`config.mk`:
```
export PLATFORM = sky130hd
export DESIGN_NAME = nearest_palette_color_flat
export DESIGN_NICKNAME = d
export VERILOG_FILES = /design/src/sv/npc_pkg.sv /design/src/sv/npc_in_if.sv /design/src/sv/npc_out_if.sv /design/src/sv/npc_ctrl.sv /design/src/sv/npc_datapath.sv /design/src/sv/nearest_palette_color.sv /design/src/flat_wrapper.sv
export SDC_FILE = /design/constraint.sdc
export NUM_CORES = 2
export LEC_CHECK = 0
export BUFFER_PORTS_ARGS = -buffer_cell sky130_fd_sc_hd__buf_2
export CAP_MARGIN = 40
export CORE_MARGIN = 5
export CORE_UTILIZATION = 45
export DETAILED_ROUTE_END_ITERATION = 6
export MAX_ROUTING_LAYER = met4
export PLACE_DENSITY = 0.66
export SLEW_MARGIN = 40
export SYNTH_ARGS = -nofsm -noshare
export SYNTH_HDL_FRONTEND = slang
export SYNTH_SLANG_ARGS = --single-unit
```
`constraint.sdc`:
```
create_clock -name i_clk -period 15.44 [get_ports i_clk]
set_clock_uncertainty 0.1 [all_clocks]
set_input_delay 2.316 -clock i_clk [delete_from_list [all_inputs] [get_ports i_clk]]
set_output_delay 2.316 -clock i_clk [all_outputs]
set_load 0.02 [all_outputs]
```
`src/sv/npc_pkg.sv`:
```
// ----------------------------------------------------------------------------
// npc_pkg
// Shared widths, codes, state type and control structs of the palette
// quantizer.
// ----------------------------------------------------------------------------
`default_nettype none

package npc_pkg;

    localparam int CHAN_W            = 8;
    localparam int IDX_W             = 6;
    localparam int DIST_W            = 18;
    localparam int CNT_W             = 7;
    localparam int SQ_W              = 2 * CHAN_W;
    localparam int COLOR_W           = 3 * CHAN_W;
    localparam int DEF_PALETTE_DEPTH = 64;

    // Function codes carried in the input word.
    localparam logic FUNC_WRITE = 1'b0;
    localparam logic FUNC_PIXEL = 1'b1;

    typedef enum logic [1:0] {
        ST_IDLE,
        ST_SCAN,
        ST_DRAIN,
        ST_DONE
    } t_state;

    // Commands from the controller to the datapath.
    typedef struct packed {
        logic pal_wr;
        logic load_pixel;
        logic rd_en;
        logic rd_first;
        logic out_load;
    } t_cmd;

    // Status from the datapath to the controller.
    typedef struct packed {
        logic pipe_busy;
        logic out_free;
    } t_sts;

endpackage

`default_nettype wire

```
`src/sv/npc_in_if.sv`:
```
// ----------------------------------------------------------------------------
// npc_in_if
// Input channel: palette writes and pixels, valid/ready handshake.
// ----------------------------------------------------------------------------
`default_nettype none

interface npc_in_if;
    import npc_pkg::*;

    logic                 valid;
    logic                 ready;
    logic                 func;
    logic [IDX_W-1:0]     entry_index;
    logic [CHAN_W-1:0]    red_in;
    logic [CHAN_W-1:0]    green_in;
    logic [CHAN_W-1:0]    blue_in;

    modport source (
        output valid, func, entry_index, red_in, green_in, blue_in,
        input  ready
    );

    modport sink (
        input  valid, func, entry_index, red_in, green_in, blue_in,
        output ready
    );
endinterface

`default_nettype wire

```
`src/sv/npc_out_if.sv`:
```
// ----------------------------------------------------------------------------
// npc_out_if
// Result channel: nearest palette entry and its distance, valid/ready.
// ----------------------------------------------------------------------------
`default_nettype none

interface npc_out_if;
    import npc_pkg::*;

    logic                 valid;
    logic                 ready;
    logic [IDX_W-1:0]     best_index;
    logic [CHAN_W-1:0]    red_out;
    logic [CHAN_W-1:0]    green_out;
    logic [CHAN_W-1:0]    blue_out;
    logic [DIST_W-1:0]    best_distance;

    modport source (
        output valid, best_index, red_out, green_out, blue_out, best_distance,
        input  ready
    );

    modport sink (
        input  valid, best_index, red_out, green_out, blue_out, best_distance,
        output ready
    );
endinterface

`default_nettype wire

```
`src/sv/npc_ctrl.sv`:
```
// ----------------------------------------------------------------------------
// npc_ctrl
// Controller: holds the color count, sequences the palette scan and hands
// the finished result to the output register.
// ----------------------------------------------------------------------------
`default_nettype none

module npc_ctrl #(
    parameter int PALETTE_DEPTH = npc_pkg::DEF_PALETTE_DEPTH,
    localparam int AW = (PALETTE_DEPTH > 1) ? $clog2(PALETTE_DEPTH) : 1
) (
    input  wire logic                     i_clk,
    input  wire logic                     i_rst_n,
    input  wire logic                     i_cfg_we,
    input  wire logic [npc_pkg::CNT_W-1:0] i_cfg_wdata,
    input  wire logic                     i_valid,
    input  wire logic                     i_func,
    output logic                          o_ready,
    input  wire npc_pkg::t_sts            i_sts,
    output npc_pkg::t_cmd                 o_cmd,
    output logic [AW-1:0]                 o_rd_addr
);
    import npc_pkg::*;

    localparam int DW = $clog2(PALETTE_DEPTH + 1);
    localparam int LW = (CNT_W > DW) ? CNT_W : DW;

    t_state            r_state, n_state;
    logic [AW-1:0]     r_addr, n_addr;
    logic [AW-1:0]     r_last, n_last;
    logic [CNT_W-1:0]  r_color_count;

    logic              w_accept;
    logic [LW-1:0]     w_cnt_ext;
    logic [LW-1:0]     w_eff;
    logic [LW-1:0]     w_last_full;

    assign w_accept = i_valid && (r_state == ST_IDLE);

    // A count of zero searches entry zero only; a count past the depth
    // saturates at the depth.
    always_comb begin
        w_cnt_ext = LW'(r_color_count);
        if (w_cnt_ext == '0) begin
            w_eff = LW'(1);
        end else if (w_cnt_ext > LW'(PALETTE_DEPTH)) begin
            w_eff = LW'(PALETTE_DEPTH);
        end else begin
            w_eff = w_cnt_ext;
        end
        w_last_full = w_eff - LW'(1);
    end

    always_ff @(posedge i_clk) begin
        if (!i_rst_n) begin
            r_color_count <= CNT_W'(1);
        end else if (i_cfg_we) begin
            r_color_count <= i_cfg_wdata;
        end
    end

    always_ff @(posedge i_clk) begin
        if (!i_rst_n) begin
            r_state <= ST_IDLE;
            r_addr  <= '0;
            r_last  <= '0;
        end else begin
            r_state <= n_state;
            r_addr  <= n_addr;
            r_last  <= n_last;
        end
    end

    // Next state.
    always_comb begin
        n_state = r_state;
        n_addr  = r_addr;
        n_last  = r_last;
        case (r_state)
            ST_IDLE: begin
                if (w_accept && i_func == FUNC_PIXEL) begin
                    n_state = ST_SCAN;
                    n_addr  = '0;
                    n_last  = w_last_full[AW-1:0];
                end
            end
            ST_SCAN: begin
                if (r_addr == r_last) begin
                    n_state = ST_DRAIN;
                end else begin
                    n_addr = r_addr + AW'(1);
                end
            end
            ST_DRAIN: begin
                if (!i_sts.pipe_busy) begin
                    n_state = ST_DONE;
                end
            end
            ST_DONE: begin
                if (i_sts.out_free) begin
                    n_state = ST_IDLE;
                end
            end
            default: begin
                n_state = ST_IDLE;
            end
        endcase
    end

    // Outputs.
    always_comb begin
        o_ready   = 1'b0;
        o_cmd     = '0;
        o_rd_addr = r_addr;
        case (r_state)
            ST_IDLE: begin
                o_ready          = 1'b1;
                o_cmd.pal_wr     = w_accept && i_func == FUNC_WRITE;
                o_cmd.load_pixel = w_accept && i_func == FUNC_PIXEL;
            end
            ST_SCAN: begin
                o_cmd.rd_en    = 1'b1;
                o_cmd.rd_first = (r_addr == '0);
            end
            ST_DRAIN: begin
            end
            ST_DONE: begin
                o_cmd.out_load = i_sts.out_free;
            end
            default: begin
            end
        endcase
    end

    a_addr_in_range: assert property (@(posedge i_clk) disable iff (!i_rst_n)
        r_state == ST_SCAN |-> r_addr <= r_last)
        else $error("scan address ran past the last palette entry");

    a_scan_ends_at_last: assert property (@(posedge i_clk) disable iff (!i_rst_n)
        (r_state == ST_DRAIN && $past(r_state) == ST_SCAN)
            |-> $past(r_addr) == $past(r_last))
        else $error("scan left before reaching the last entry");

    a_done_pipe_empty: assert property (@(posedge i_clk) disable iff (!i_rst_n)
        r_state == ST_DONE |-> !i_sts.pipe_busy)
        else $error("result handed over while distance pipeline still busy");

endmodule

`default_nettype wire

```
`src/sv/npc_datapath.sv`:
```
// ----------------------------------------------------------------------------
// npc_datapath
// Palette memory, distance pipeline, running minimum and output register.
// ----------------------------------------------------------------------------
`default_nettype none

module npc_datapath #(
    parameter int PALETTE_DEPTH = npc_pkg::DEF_PALETTE_DEPTH,
    localparam int AW = (PALETTE_DEPTH > 1) ? $clog2(PALETTE_DEPTH) : 1
) (
    input  wire logic                      i_clk,
    input  wire logic                      i_rst_n,
    input  wire npc_pkg::t_cmd             i_cmd,
    input  wire logic [AW-1:0]             i_rd_addr,
    input  wire logic [npc_pkg::IDX_W-1:0] i_entry_index,
    input  wire logic [npc_pkg::CHAN_W-1:0] i_red,
    input  wire logic [npc_pkg::CHAN_W-1:0] i_green,
    input  wire logic [npc_pkg::CHAN_W-1:0] i_blue,
    output npc_pkg::t_sts                  o_sts,
    npc_out_if.source                      o_res
);
    import npc_pkg::*;

    logic [COLOR_W-1:0]  r_mem [PALETTE_DEPTH];

    logic [CHAN_W-1:0]   r_pix_r, r_pix_g, r_pix_b;

    logic                r_s1_valid;
    logic                r_s1_first;
    logic [AW-1:0]       r_s1_idx;
    logic [COLOR_W-1:0]  r_s1_data;

    logic                r_s2_valid;
    logic                r_s2_first;
    logic [AW-1:0]       r_s2_idx;
    logic [COLOR_W-1:0]  r_s2_color;
    logic [SQ_W-1:0]     r_s2_sq_r, r_s2_sq_g, r_s2_sq_b;

    logic [DIST_W-1:0]   r_best_dist;
    logic [AW-1:0]       r_best_idx;
    logic [COLOR_W-1:0]  r_best_color;

    logic                r_out_valid;
    logic [IDX_W-1:0]    r_out_idx;
    logic [COLOR_W-1:0]  r_out_color;
    logic [DIST_W-1:0]   r_out_dist;

    logic [AW+IDX_W-1:0] w_wr_wide;
    logic [AW+IDX_W-1:0] w_best_wide;
    logic                w_wr_ok;
    logic [CHAN_W-1:0]   w_d_r, w_d_g, w_d_b;
    logic [DIST_W-1:0]   w_dist;

    // The write index is six bits wide; the memory may be deeper or shallower.
    assign w_wr_wide   = {{AW{1'b0}}, i_entry_index};
    assign w_wr_ok     = 32'(i_entry_index) < PALETTE_DEPTH;
    assign w_best_wide = {{IDX_W{1'b0}}, r_best_idx};

    always_ff @(posedge i_clk) begin
        if (i_cmd.pal_wr && w_wr_ok) begin
            r_mem[w_wr_wide[AW-1:0]] <= {i_red, i_green, i_blue};
        end
    end

    always_ff @(posedge i_clk) begin
        if (i_cmd.rd_en) begin
            r_s1_data <= r_mem[i_rd_addr];
        end
    end

    always_ff @(posedge i_clk) begin
        if (i_cmd.load_pixel) begin
            r_pix_r <= i_red;
            r_pix_g <= i_green;
            r_pix_b <= i_blue;
        end
    end

    // Absolute channel differences of the entry just read.
    always_comb begin
        w_d_r = (r_pix_r >= r_s1_data[23:16]) ? r_pix_r - r_s1_data[23:16]
                                              : r_s1_data[23:16] - r_pix_r;
        w_d_g = (r_pix_g >= r_s1_data[15:8]) ? r_pix_g - r_s1_data[15:8]
                                             : r_s1_data[15:8] - r_pix_g;
        w_d_b = (r_pix_b >= r_s1_data[7:0]) ? r_pix_b - r_s1_data[7:0]
                                            : r_s1_data[7:0] - r_pix_b;
    end

    assign w_dist = DIST_W'(r_s2_sq_r) + DIST_W'(r_s2_sq_g) + DIST_W'(r_s2_sq_b);

    always_ff @(posedge i_clk) begin
        if (!i_rst_n) begin
            r_s1_valid <= 1'b0;
            r_s2_valid <= 1'b0;
        end else begin
            r_s1_valid <= i_cmd.rd_en;
            r_s2_valid <= r_s1_valid;
        end
    end

    always_ff @(posedge i_clk) begin
        r_s1_first <= i_cmd.rd_first;
        r_s1_idx   <= i_rd_addr;
        r_s2_first <= r_s1_first;
        r_s2_idx   <= r_s1_idx;
        r_s2_color <= r_s1_data;
        r_s2_sq_r  <= SQ_W'(w_d_r) * SQ_W'(w_d_r);
        r_s2_sq_g  <= SQ_W'(w_d_g) * SQ_W'(w_d_g);
        r_s2_sq_b  <= SQ_W'(w_d_b) * SQ_W'(w_d_b);
    end

    // Running minimum; strict less-than keeps the lowest index on a tie.
    always_ff @(posedge i_clk) begin
        if (r_s2_valid && (r_s2_first || w_dist < r_best_dist)) begin
            r_best_dist  <= w_dist;
            r_best_idx   <= r_s2_idx;
            r_best_color <= r_s2_color;
        end
    end

    always_ff @(posedge i_clk) begin
        if (!i_rst_n) begin
            r_out_valid <= 1'b0;
        end else if (i_cmd.out_load) begin
            r_out_valid <= 1'b1;
        end else if (o_res.ready) begin
            r_out_valid <= 1'b0;
        end
    end

    always_ff @(posedge i_clk) begin
        if (i_cmd.out_load) begin
            r_out_idx   <= w_best_wide[IDX_W-1:0];
            r_out_color <= r_best_color;
            r_out_dist  <= r_best_dist;
        end
    end

    assign o_sts.pipe_busy = r_s1_valid || r_s2_valid;
    assign o_sts.out_free  = !r_out_valid || o_res.ready;

    assign o_res.valid         = r_out_valid;
    assign o_res.best_index    = r_out_idx;
    assign o_res.red_out       = r_out_color[23:16];
    assign o_res.green_out     = r_out_color[15:8];
    assign o_res.blue_out      = r_out_color[7:0];
    assign o_res.best_distance = r_out_dist;

    a_min_never_grows: assert property (@(posedge i_clk) disable iff (!i_rst_n)
        (r_s2_valid && !r_s2_first) |=> r_best_dist <= $past(r_best_dist))
        else $error("running minimum distance increased during a scan");

    a_no_overwrite: assert property (@(posedge i_clk) disable iff (!i_rst_n)
        i_cmd.out_load |-> (!r_out_valid || o_res.ready))
        else $error("result register loaded while holding an untaken word");

    a_first_leads: assert property (@(posedge i_clk) disable iff (!i_rst_n)
        (r_s1_valid && r_s1_first) |-> !r_s2_valid)
        else $error("new scan entered the pipeline behind an unfinished one");

endmodule

`default_nettype wire

```
`src/sv/nearest_palette_color.sv`:
```
// ----------------------------------------------------------------------------
// nearest_palette_color
// Palette quantizer: finds the palette entry nearest to an RGB pixel.
// ----------------------------------------------------------------------------
// Usage:
// The input channel i_pix carries one word per handshake. A word with func
// zero stores its color at entry_index of the palette and gives no result;
// indexes at or beyond the palette depth are dropped. A word with func one
// is a pixel: entries 0 to color_count-1 are scanned for the smallest sum of
// squared channel differences, lowest index winning on a tie, and one result
// word with index, color and distance leaves on o_res.
// color_count is written through i_cfg_we/i_cfg_wdata while the block is
// idle; zero acts as one and values past the depth saturate at the depth.
// A palette write is taken in the idle state. A pixel runs from its
// accepted word to the next accepted word as follows, N being the effective
// count: the scan reads the N entries, one per cycle, from the palette memory
// into one shared distance-and-compare unit, the drain state waits until the
// read and distance pipeline is empty, the done state hands the result over
// once the result register is free, and the idle state takes the next word.
// The result register lets a new word in while an old result waits; if the
// receiver still stalls when the next result is ready, the controller holds
// it. Reset empties the pipeline, drops any result and sets color_count to
// one; palette contents are undefined until written.
// ----------------------------------------------------------------------------
`default_nettype none

module nearest_palette_color #(
    parameter int PALETTE_DEPTH = npc_pkg::DEF_PALETTE_DEPTH
) (
    input  wire logic                       i_clk,
    input  wire logic                       i_rst_n,
    input  wire logic                       i_cfg_we,
    input  wire logic [npc_pkg::CNT_W-1:0]  i_cfg_wdata,
    npc_in_if.sink                          i_pix,
    npc_out_if.source                       o_res
);
    import npc_pkg::*;

    localparam int AW = (PALETTE_DEPTH > 1) ? $clog2(PALETTE_DEPTH) : 1;

    t_cmd           w_cmd;
    t_sts           w_sts;
    logic [AW-1:0]  w_rd_addr;
    logic           w_ready;

    assign i_pix.ready = w_ready;

    // The controller walks the scan; the datapath holds the palette, the
    // distance pipeline and the result register.
    npc_ctrl #(
        .PALETTE_DEPTH (PALETTE_DEPTH)
    ) u_ctrl (
        .i_clk       (i_clk),
        .i_rst_n     (i_rst_n),
        .i_cfg_we    (i_cfg_we),
        .i_cfg_wdata (i_cfg_wdata),
        .i_valid     (i_pix.valid),
        .i_func      (i_pix.func),
        .o_ready     (w_ready),
        .i_sts       (w_sts),
        .o_cmd       (w_cmd),
        .o_rd_addr   (w_rd_addr)
    );

    npc_datapath #(
        .PALETTE_DEPTH (PALETTE_DEPTH)
    ) u_datapath (
        .i_clk         (i_clk),
        .i_rst_n       (i_rst_n),
        .i_cmd         (w_cmd),
        .i_rd_addr     (w_rd_addr),
        .i_entry_index (i_pix.entry_index),
        .i_red         (i_pix.red_in),
        .i_green       (i_pix.green_in),
        .i_blue        (i_pix.blue_in),
        .o_sts         (w_sts),
        .o_res         (o_res)
    );

endmodule

`default_nettype wire

```
`src/flat_wrapper.sv`:
```
// flat-port wrapper written by rule: the top's interface ports become plain ports
module nearest_palette_color_flat import npc_pkg::*;
#(
    parameter int PALETTE_DEPTH = npc_pkg::DEF_PALETTE_DEPTH
)
  (i_clk, i_rst_n, i_cfg_we, i_cfg_wdata, i_pix_valid, i_pix_func, i_pix_entry_index, i_pix_red_in, i_pix_green_in, i_pix_blue_in, i_pix_ready, o_res_valid, o_res_best_index, o_res_red_out, o_res_green_out, o_res_blue_out, o_res_best_distance, o_res_ready);
  npc_in_if i_pix_i ();
  npc_out_if o_res_i ();
  input  wire logic i_clk;
  input  wire logic i_rst_n;
  input  wire logic i_cfg_we;
  input  wire logic [npc_pkg::CNT_W-1:0] i_cfg_wdata;
  input wire logic [$bits(i_pix_i.valid)-1:0] i_pix_valid;
  input wire logic [$bits(i_pix_i.func)-1:0] i_pix_func;
  input wire logic [$bits(i_pix_i.entry_index)-1:0] i_pix_entry_index;
  input wire logic [$bits(i_pix_i.red_in)-1:0] i_pix_red_in;
  input wire logic [$bits(i_pix_i.green_in)-1:0] i_pix_green_in;
  input wire logic [$bits(i_pix_i.blue_in)-1:0] i_pix_blue_in;
  output wire logic [$bits(i_pix_i.ready)-1:0] i_pix_ready;
  output wire logic [$bits(o_res_i.valid)-1:0] o_res_valid;
  output wire logic [$bits(o_res_i.best_index)-1:0] o_res_best_index;
  output wire logic [$bits(o_res_i.red_out)-1:0] o_res_red_out;
  output wire logic [$bits(o_res_i.green_out)-1:0] o_res_green_out;
  output wire logic [$bits(o_res_i.blue_out)-1:0] o_res_blue_out;
  output wire logic [$bits(o_res_i.best_distance)-1:0] o_res_best_distance;
  input wire logic [$bits(o_res_i.ready)-1:0] o_res_ready;
  assign i_pix_i.valid = i_pix_valid;
  assign i_pix_i.func = i_pix_func;
  assign i_pix_i.entry_index = i_pix_entry_index;
  assign i_pix_i.red_in = i_pix_red_in;
  assign i_pix_i.green_in = i_pix_green_in;
  assign i_pix_i.blue_in = i_pix_blue_in;
  assign i_pix_ready = i_pix_i.ready;
  assign o_res_valid = o_res_i.valid;
  assign o_res_best_index = o_res_i.best_index;
  assign o_res_red_out = o_res_i.red_out;
  assign o_res_green_out = o_res_i.green_out;
  assign o_res_blue_out = o_res_i.blue_out;
  assign o_res_best_distance = o_res_i.best_distance;
  assign o_res_i.ready = o_res_ready;
  nearest_palette_color #(.PALETTE_DEPTH(PALETTE_DEPTH)) u_core (.i_clk(i_clk), .i_rst_n(i_rst_n), .i_cfg_we(i_cfg_we), .i_cfg_wdata(i_cfg_wdata), .i_pix(i_pix_i), .o_res(o_res_i));
endmodule
```
==> impl_summary.md <==
Global routing
The number of global-route vias before repair is 36945. In the global route stage, overall resource usage came out at 20.26%. The initial antenna violation count was 15.

Entering global routing, the biggest net connects 98 pins. The first global-routing pass estimated around 250000 µm of wire. Global routing finished with a remaining overflow of 0.

Placed design
After detailed placement, the design holds a cell count of 6040. Input and output buffers added on the ports amount to 92. The congestion estimate from routability-driven global placement came to 0.8095.

Detailed placement finished with a half-perimeter wire length of roughly 100000 µm.

Routing
The violation count after the first detailed-routing iteration is 3932. The first-pass iteration count of the detailed router is 6. In the routed layout, each cell is associated on average with a via count of 5.664.

The number of vias after detailed routing is between 30000 and 40000. The count of unresolved DRC violations after routing is 0. The final antenna-violating net count is 0.

After detailed routing, the total wire length is 170000 µm. The routed wire length per instance is 26.70 µm.

Worst setup path
The critical path in this run is classified as reg -> reg. STA classifies the critical path startpoint as a flop. The endpoint kind of the worst setup timing path is a flop.

Of all nets on the critical path, the largest fanout is 9. Data on the critical path is required at its endpoint by 16.00 ns. The worst endpoint data arrival time is 7.78 ns.

Cells and area
After the last flow step, the layout net total stands at roughly 4300. The non-filler instance count after layout is 6366. Relative to the synthesized area, the layout overhead comes to 12.68%. The fraction of layout cells with a size suffix above 1 is 24.63%. Cells fill between 50% and 60% of the core in the end. The total of fill cells in the finished design is around 13000.

Synth
The average size of a mapped cell is between 15 and 20 µm². The Yosys warning count is 0. Sequential cells were found to cover 70.93% of the synthesized design area. The synthesized design contains 1680 enable-type register cells. The number of different library cells in the post-synthesis netlist is 73. Counting every instance in the synthesized netlist gives 3790.

The proportion of register bits with asynchronous set or reset after synthesis is 0%. For this run, the leading register cell type out of synthesis is sky130_fd_sc_hd__edfxtp_1. The summed instance area of the synthesized netlist is ~74000 µm². The register bit count reported by yosys is 1787.

Die
Measured along the y axis, the die boundary spans 415.9 µm. The count of boundary I/O pins is 93. The effective utilization at floorplan is between 40% and 50%. The floorplan has 149 rows.

The area inside the core boundary is 164400 µm². In this run the horizontal extent of the chip is 415.9 µm. The die covers 173000 µm².

Timing
The number of setup violations in the final report is 0. Setup repair after global routing left no endpoint under its margin. The final max-slew violation count came to 0. For this run, the top clock speed supported by timing is 0.1386 GHz. At the pin with the least slew margin, the transition time is just over 0.9 ns. Summed over all failing endpoints, the final setup total negative slack is 0 ns. After layout, the worst path uses 46.73% of the clock period. The shortest clock period the worst path allows after layout is 7.215 ns. The headroom to the max-slew limit is 39.38%. The hold violation count in the final report was 0.

Clock network
The number of hold buffers added after CTS was 0. The worst-case clock buffer depth is 3. The clock reaches the later pin of the worst-skew pair after between 0.8 and 0.9 ns.

After clock tree synthesis, the setup repair step added 0 buffers. The clock-pin slew on the worst setup and hold paths is around 0.060 ns. Counting every sink on the clock net gives 1787. Once the clock tree was built, the resizer swapped 0 gates to a different size.

The CTS buffer count is 176. The clock tree from TritonCTS is done. The number of H-tree levels is 4.

The clock tree root buffer cell is sky130_fd_sc_hd__clkbuf_16.

Status
The run finished with clean final reports.

Run
The number of maximum-capacitance constraint violations is 0.

Min path
The class of the tightest hold or removal check is reg -> reg.
worst paths after layout:
path / endpoint / slack, ns / from / depth (start not counted)
setup / recovery: u_core.u_datapath.r_s2_sq_g[15] / 8.22 / u_core.u_datapath.r_pix_g[0] / 24
hold / removal: u_core.u_datapath.r_s2_first / 0.22 / u_core.u_datapath.r_s1_first / 0
setup reg to reg: u_core.u_datapath.r_s2_sq_g[15] / 8.22 / u_core.u_datapath.r_pix_g[0] / 24
hold reg to reg: u_core.u_datapath.r_s2_first / 0.22 / u_core.u_datapath.r_s1_first / 0
layout by cell type (no fill, tap or decap), drive strengths merged, types with 7 or more instances in the layout:
master  count
a311oi     13
o21bai      8
nand3      21
xor2       28
a211oi     39
bufinv     12
a31oi       8
nand2b     17
nor2      188
o21ai      39
a21oi      81
edfxtp   1680
or2        19
buf       214
or3        12
clkbuf    232
ha        172
xnor2      55
diode       7
and3       11
and2        7
clkinv     71
fa         97
nor3       25
mux2i      77
o21a       23
nor2b      50
mux4      456
dfxtp     107
a21o       17
nand4      11
nand2      81
inv       230
through the flow:
step                      area, µm²  hold slack (ns)  worst slack [ns]
final                         83540           0.2188             8.225
after CTS                     83470           0.2162             8.224
after detailed placement      77860           0.2132             8.293
after global placement        77710           0.2119             8.408
after global routing          83540           0.2347             7.808
after floorplan               74150           0.2096             8.392
layer usage:
layer / up-vias / part of all wire [%] / track usage [%]
met4: 0 / 3.6 / 7.182
met5: - / 0 / -
met1: 18877 / 41 / 26.87
met3: 252 / 7.9 / 4.444
li1: 15522 / - / -
met2: 1404 / 48 / 31.25
worst max-delay path: stages (launching register included):
cell and delay, ns:
sky130_fd_sc_hd__edfxtp_1 0.39, sky130_fd_sc_hd__inv_1 0.07, sky130_fd_sc_hd__ha_1 0.16, sky130_fd_sc_hd__inv_1 0.05, sky130_fd_sc_hd__fa_1 0.38, sky130_fd_sc_hd__nand3_1 0.14
sky130_fd_sc_hd__nand4_1 0.17, sky130_fd_sc_hd__a221oi_4 0.57, sky130_fd_sc_hd__mux2i_1 0.30, sky130_fd_sc_hd__xor2_1 0.56, sky130_fd_sc_hd__or2_1 0.23, sky130_fd_sc_hd__inv_1 0.07
sky130_fd_sc_hd__fa_1 0.48, sky130_fd_sc_hd__fa_1 0.50, sky130_fd_sc_hd__inv_1 0.05, sky130_fd_sc_hd__fa_1 0.44, sky130_fd_sc_hd__fa_1 0.49, sky130_fd_sc_hd__inv_1 0.04
sky130_fd_sc_hd__ha_1 0.31, sky130_fd_sc_hd__or2_2 0.33, sky130_fd_sc_hd__a21oi_1 0.19, sky130_fd_sc_hd__nor3_1 0.07, sky130_fd_sc_hd__a2111oi_0 0.61, sky130_fd_sc_hd__a21oi_1 0.18
sky130_fd_sc_hd__xor2_1 0.18
sequential cells by signal, indices dropped and copies added, names as in the netlist, 7 cells and up:
signal / count
u_core.u_ctrl.r_color_count: 7
u_core.u_datapath.r_pix_r: 8
u_core.u_datapath.r_pix_g: 8
u_core.u_datapath.o_res.best_distance: 18
u_core.u_datapath.r_pix_b: 8
u_core.u_datapath.r_s1_data: 24
u_core.u_datapath.r_s2_color: 24
u_core.u_datapath.r_mem: 1536
u_core.u_datapath.r_best_color: 24
u_core.u_datapath.r_s2_sq_g: 15
u_core.u_datapath.r_best_dist: 18
u_core.u_datapath.r_s2_sq_r: 15
u_core.u_datapath.r_out_color: 24
u_core.u_datapath.r_s2_sq_b: 15
cells in the mapped netlist, drive strengths merged (7+ instances only):
cell | instances | area (µm²)
nand2b | 17 | 106.4
clkbuf | 73 | 274.0
nor2b | 50 | 312.8
a21oi | 81 | 409.1
nor2 | 188 | 708.2
ha | 172 | 2152
fa | 97 | 1942
or3 | 12 | 75.07
mux2i | 77 | 770.7
o21bai | 8 | 60.06
nor3 | 25 | 125.1
a211oi | 39 | 292.8
nand4 | 11 | 68.82
buf | 80 | 469.2
mux4 | 456 | 10270
or2 | 19 | 118.9
a21o | 17 | 127.6
o21a | 23 | 172.7
dfxtp | 107 | 2142
inv | 225 | 844.6
o21ai | 39 | 198.9
a31oi | 8 | 50.05
edfxtp | 1680 | 50450
xnor2 | 55 | 519.3
nand2 | 81 | 304.0
and2 | 7 | 43.79
xor2 | 28 | 245.2
and3 | 11 | 68.82
a311oi | 13 | 113.9
nand3 | 21 | 105.1
layout make-up:
type	count	area [µm²]	area share (%)
Sequential cell	1787	52610	62.97
Tap cell	2189	2739	3.278
Inverter	227	852.1	1.020
Multi-Input combinational cell	1624	20250	24.24
Clock buffer	232	4816	5.765
Antenna cell	7	17.52	0.02097
Timing Repair Buffer	214	1465	1.754
Clock inverter	86	792.0	0.9480
cell families (layout without fill, tap and decap cells):
group	after synthesis	after routing	share of synthesized area (%)
AND/OR/NAND/NOR	459	459	2.935
XOR/XNOR	83	83	1.031
AO/OA/AOI/OAI	276	276	2.514
multiplexers	534	534	14.91
flip-flops	1787	1787	70.93
adder cells (fa/ha/maj)	269	269	5.522
buffers and inverters	380	759	2.152
other	2	10	0.01013
Power is not shown: default switching activity piles up to over one toggle a cycle in this logic, so the estimate is an artifact.
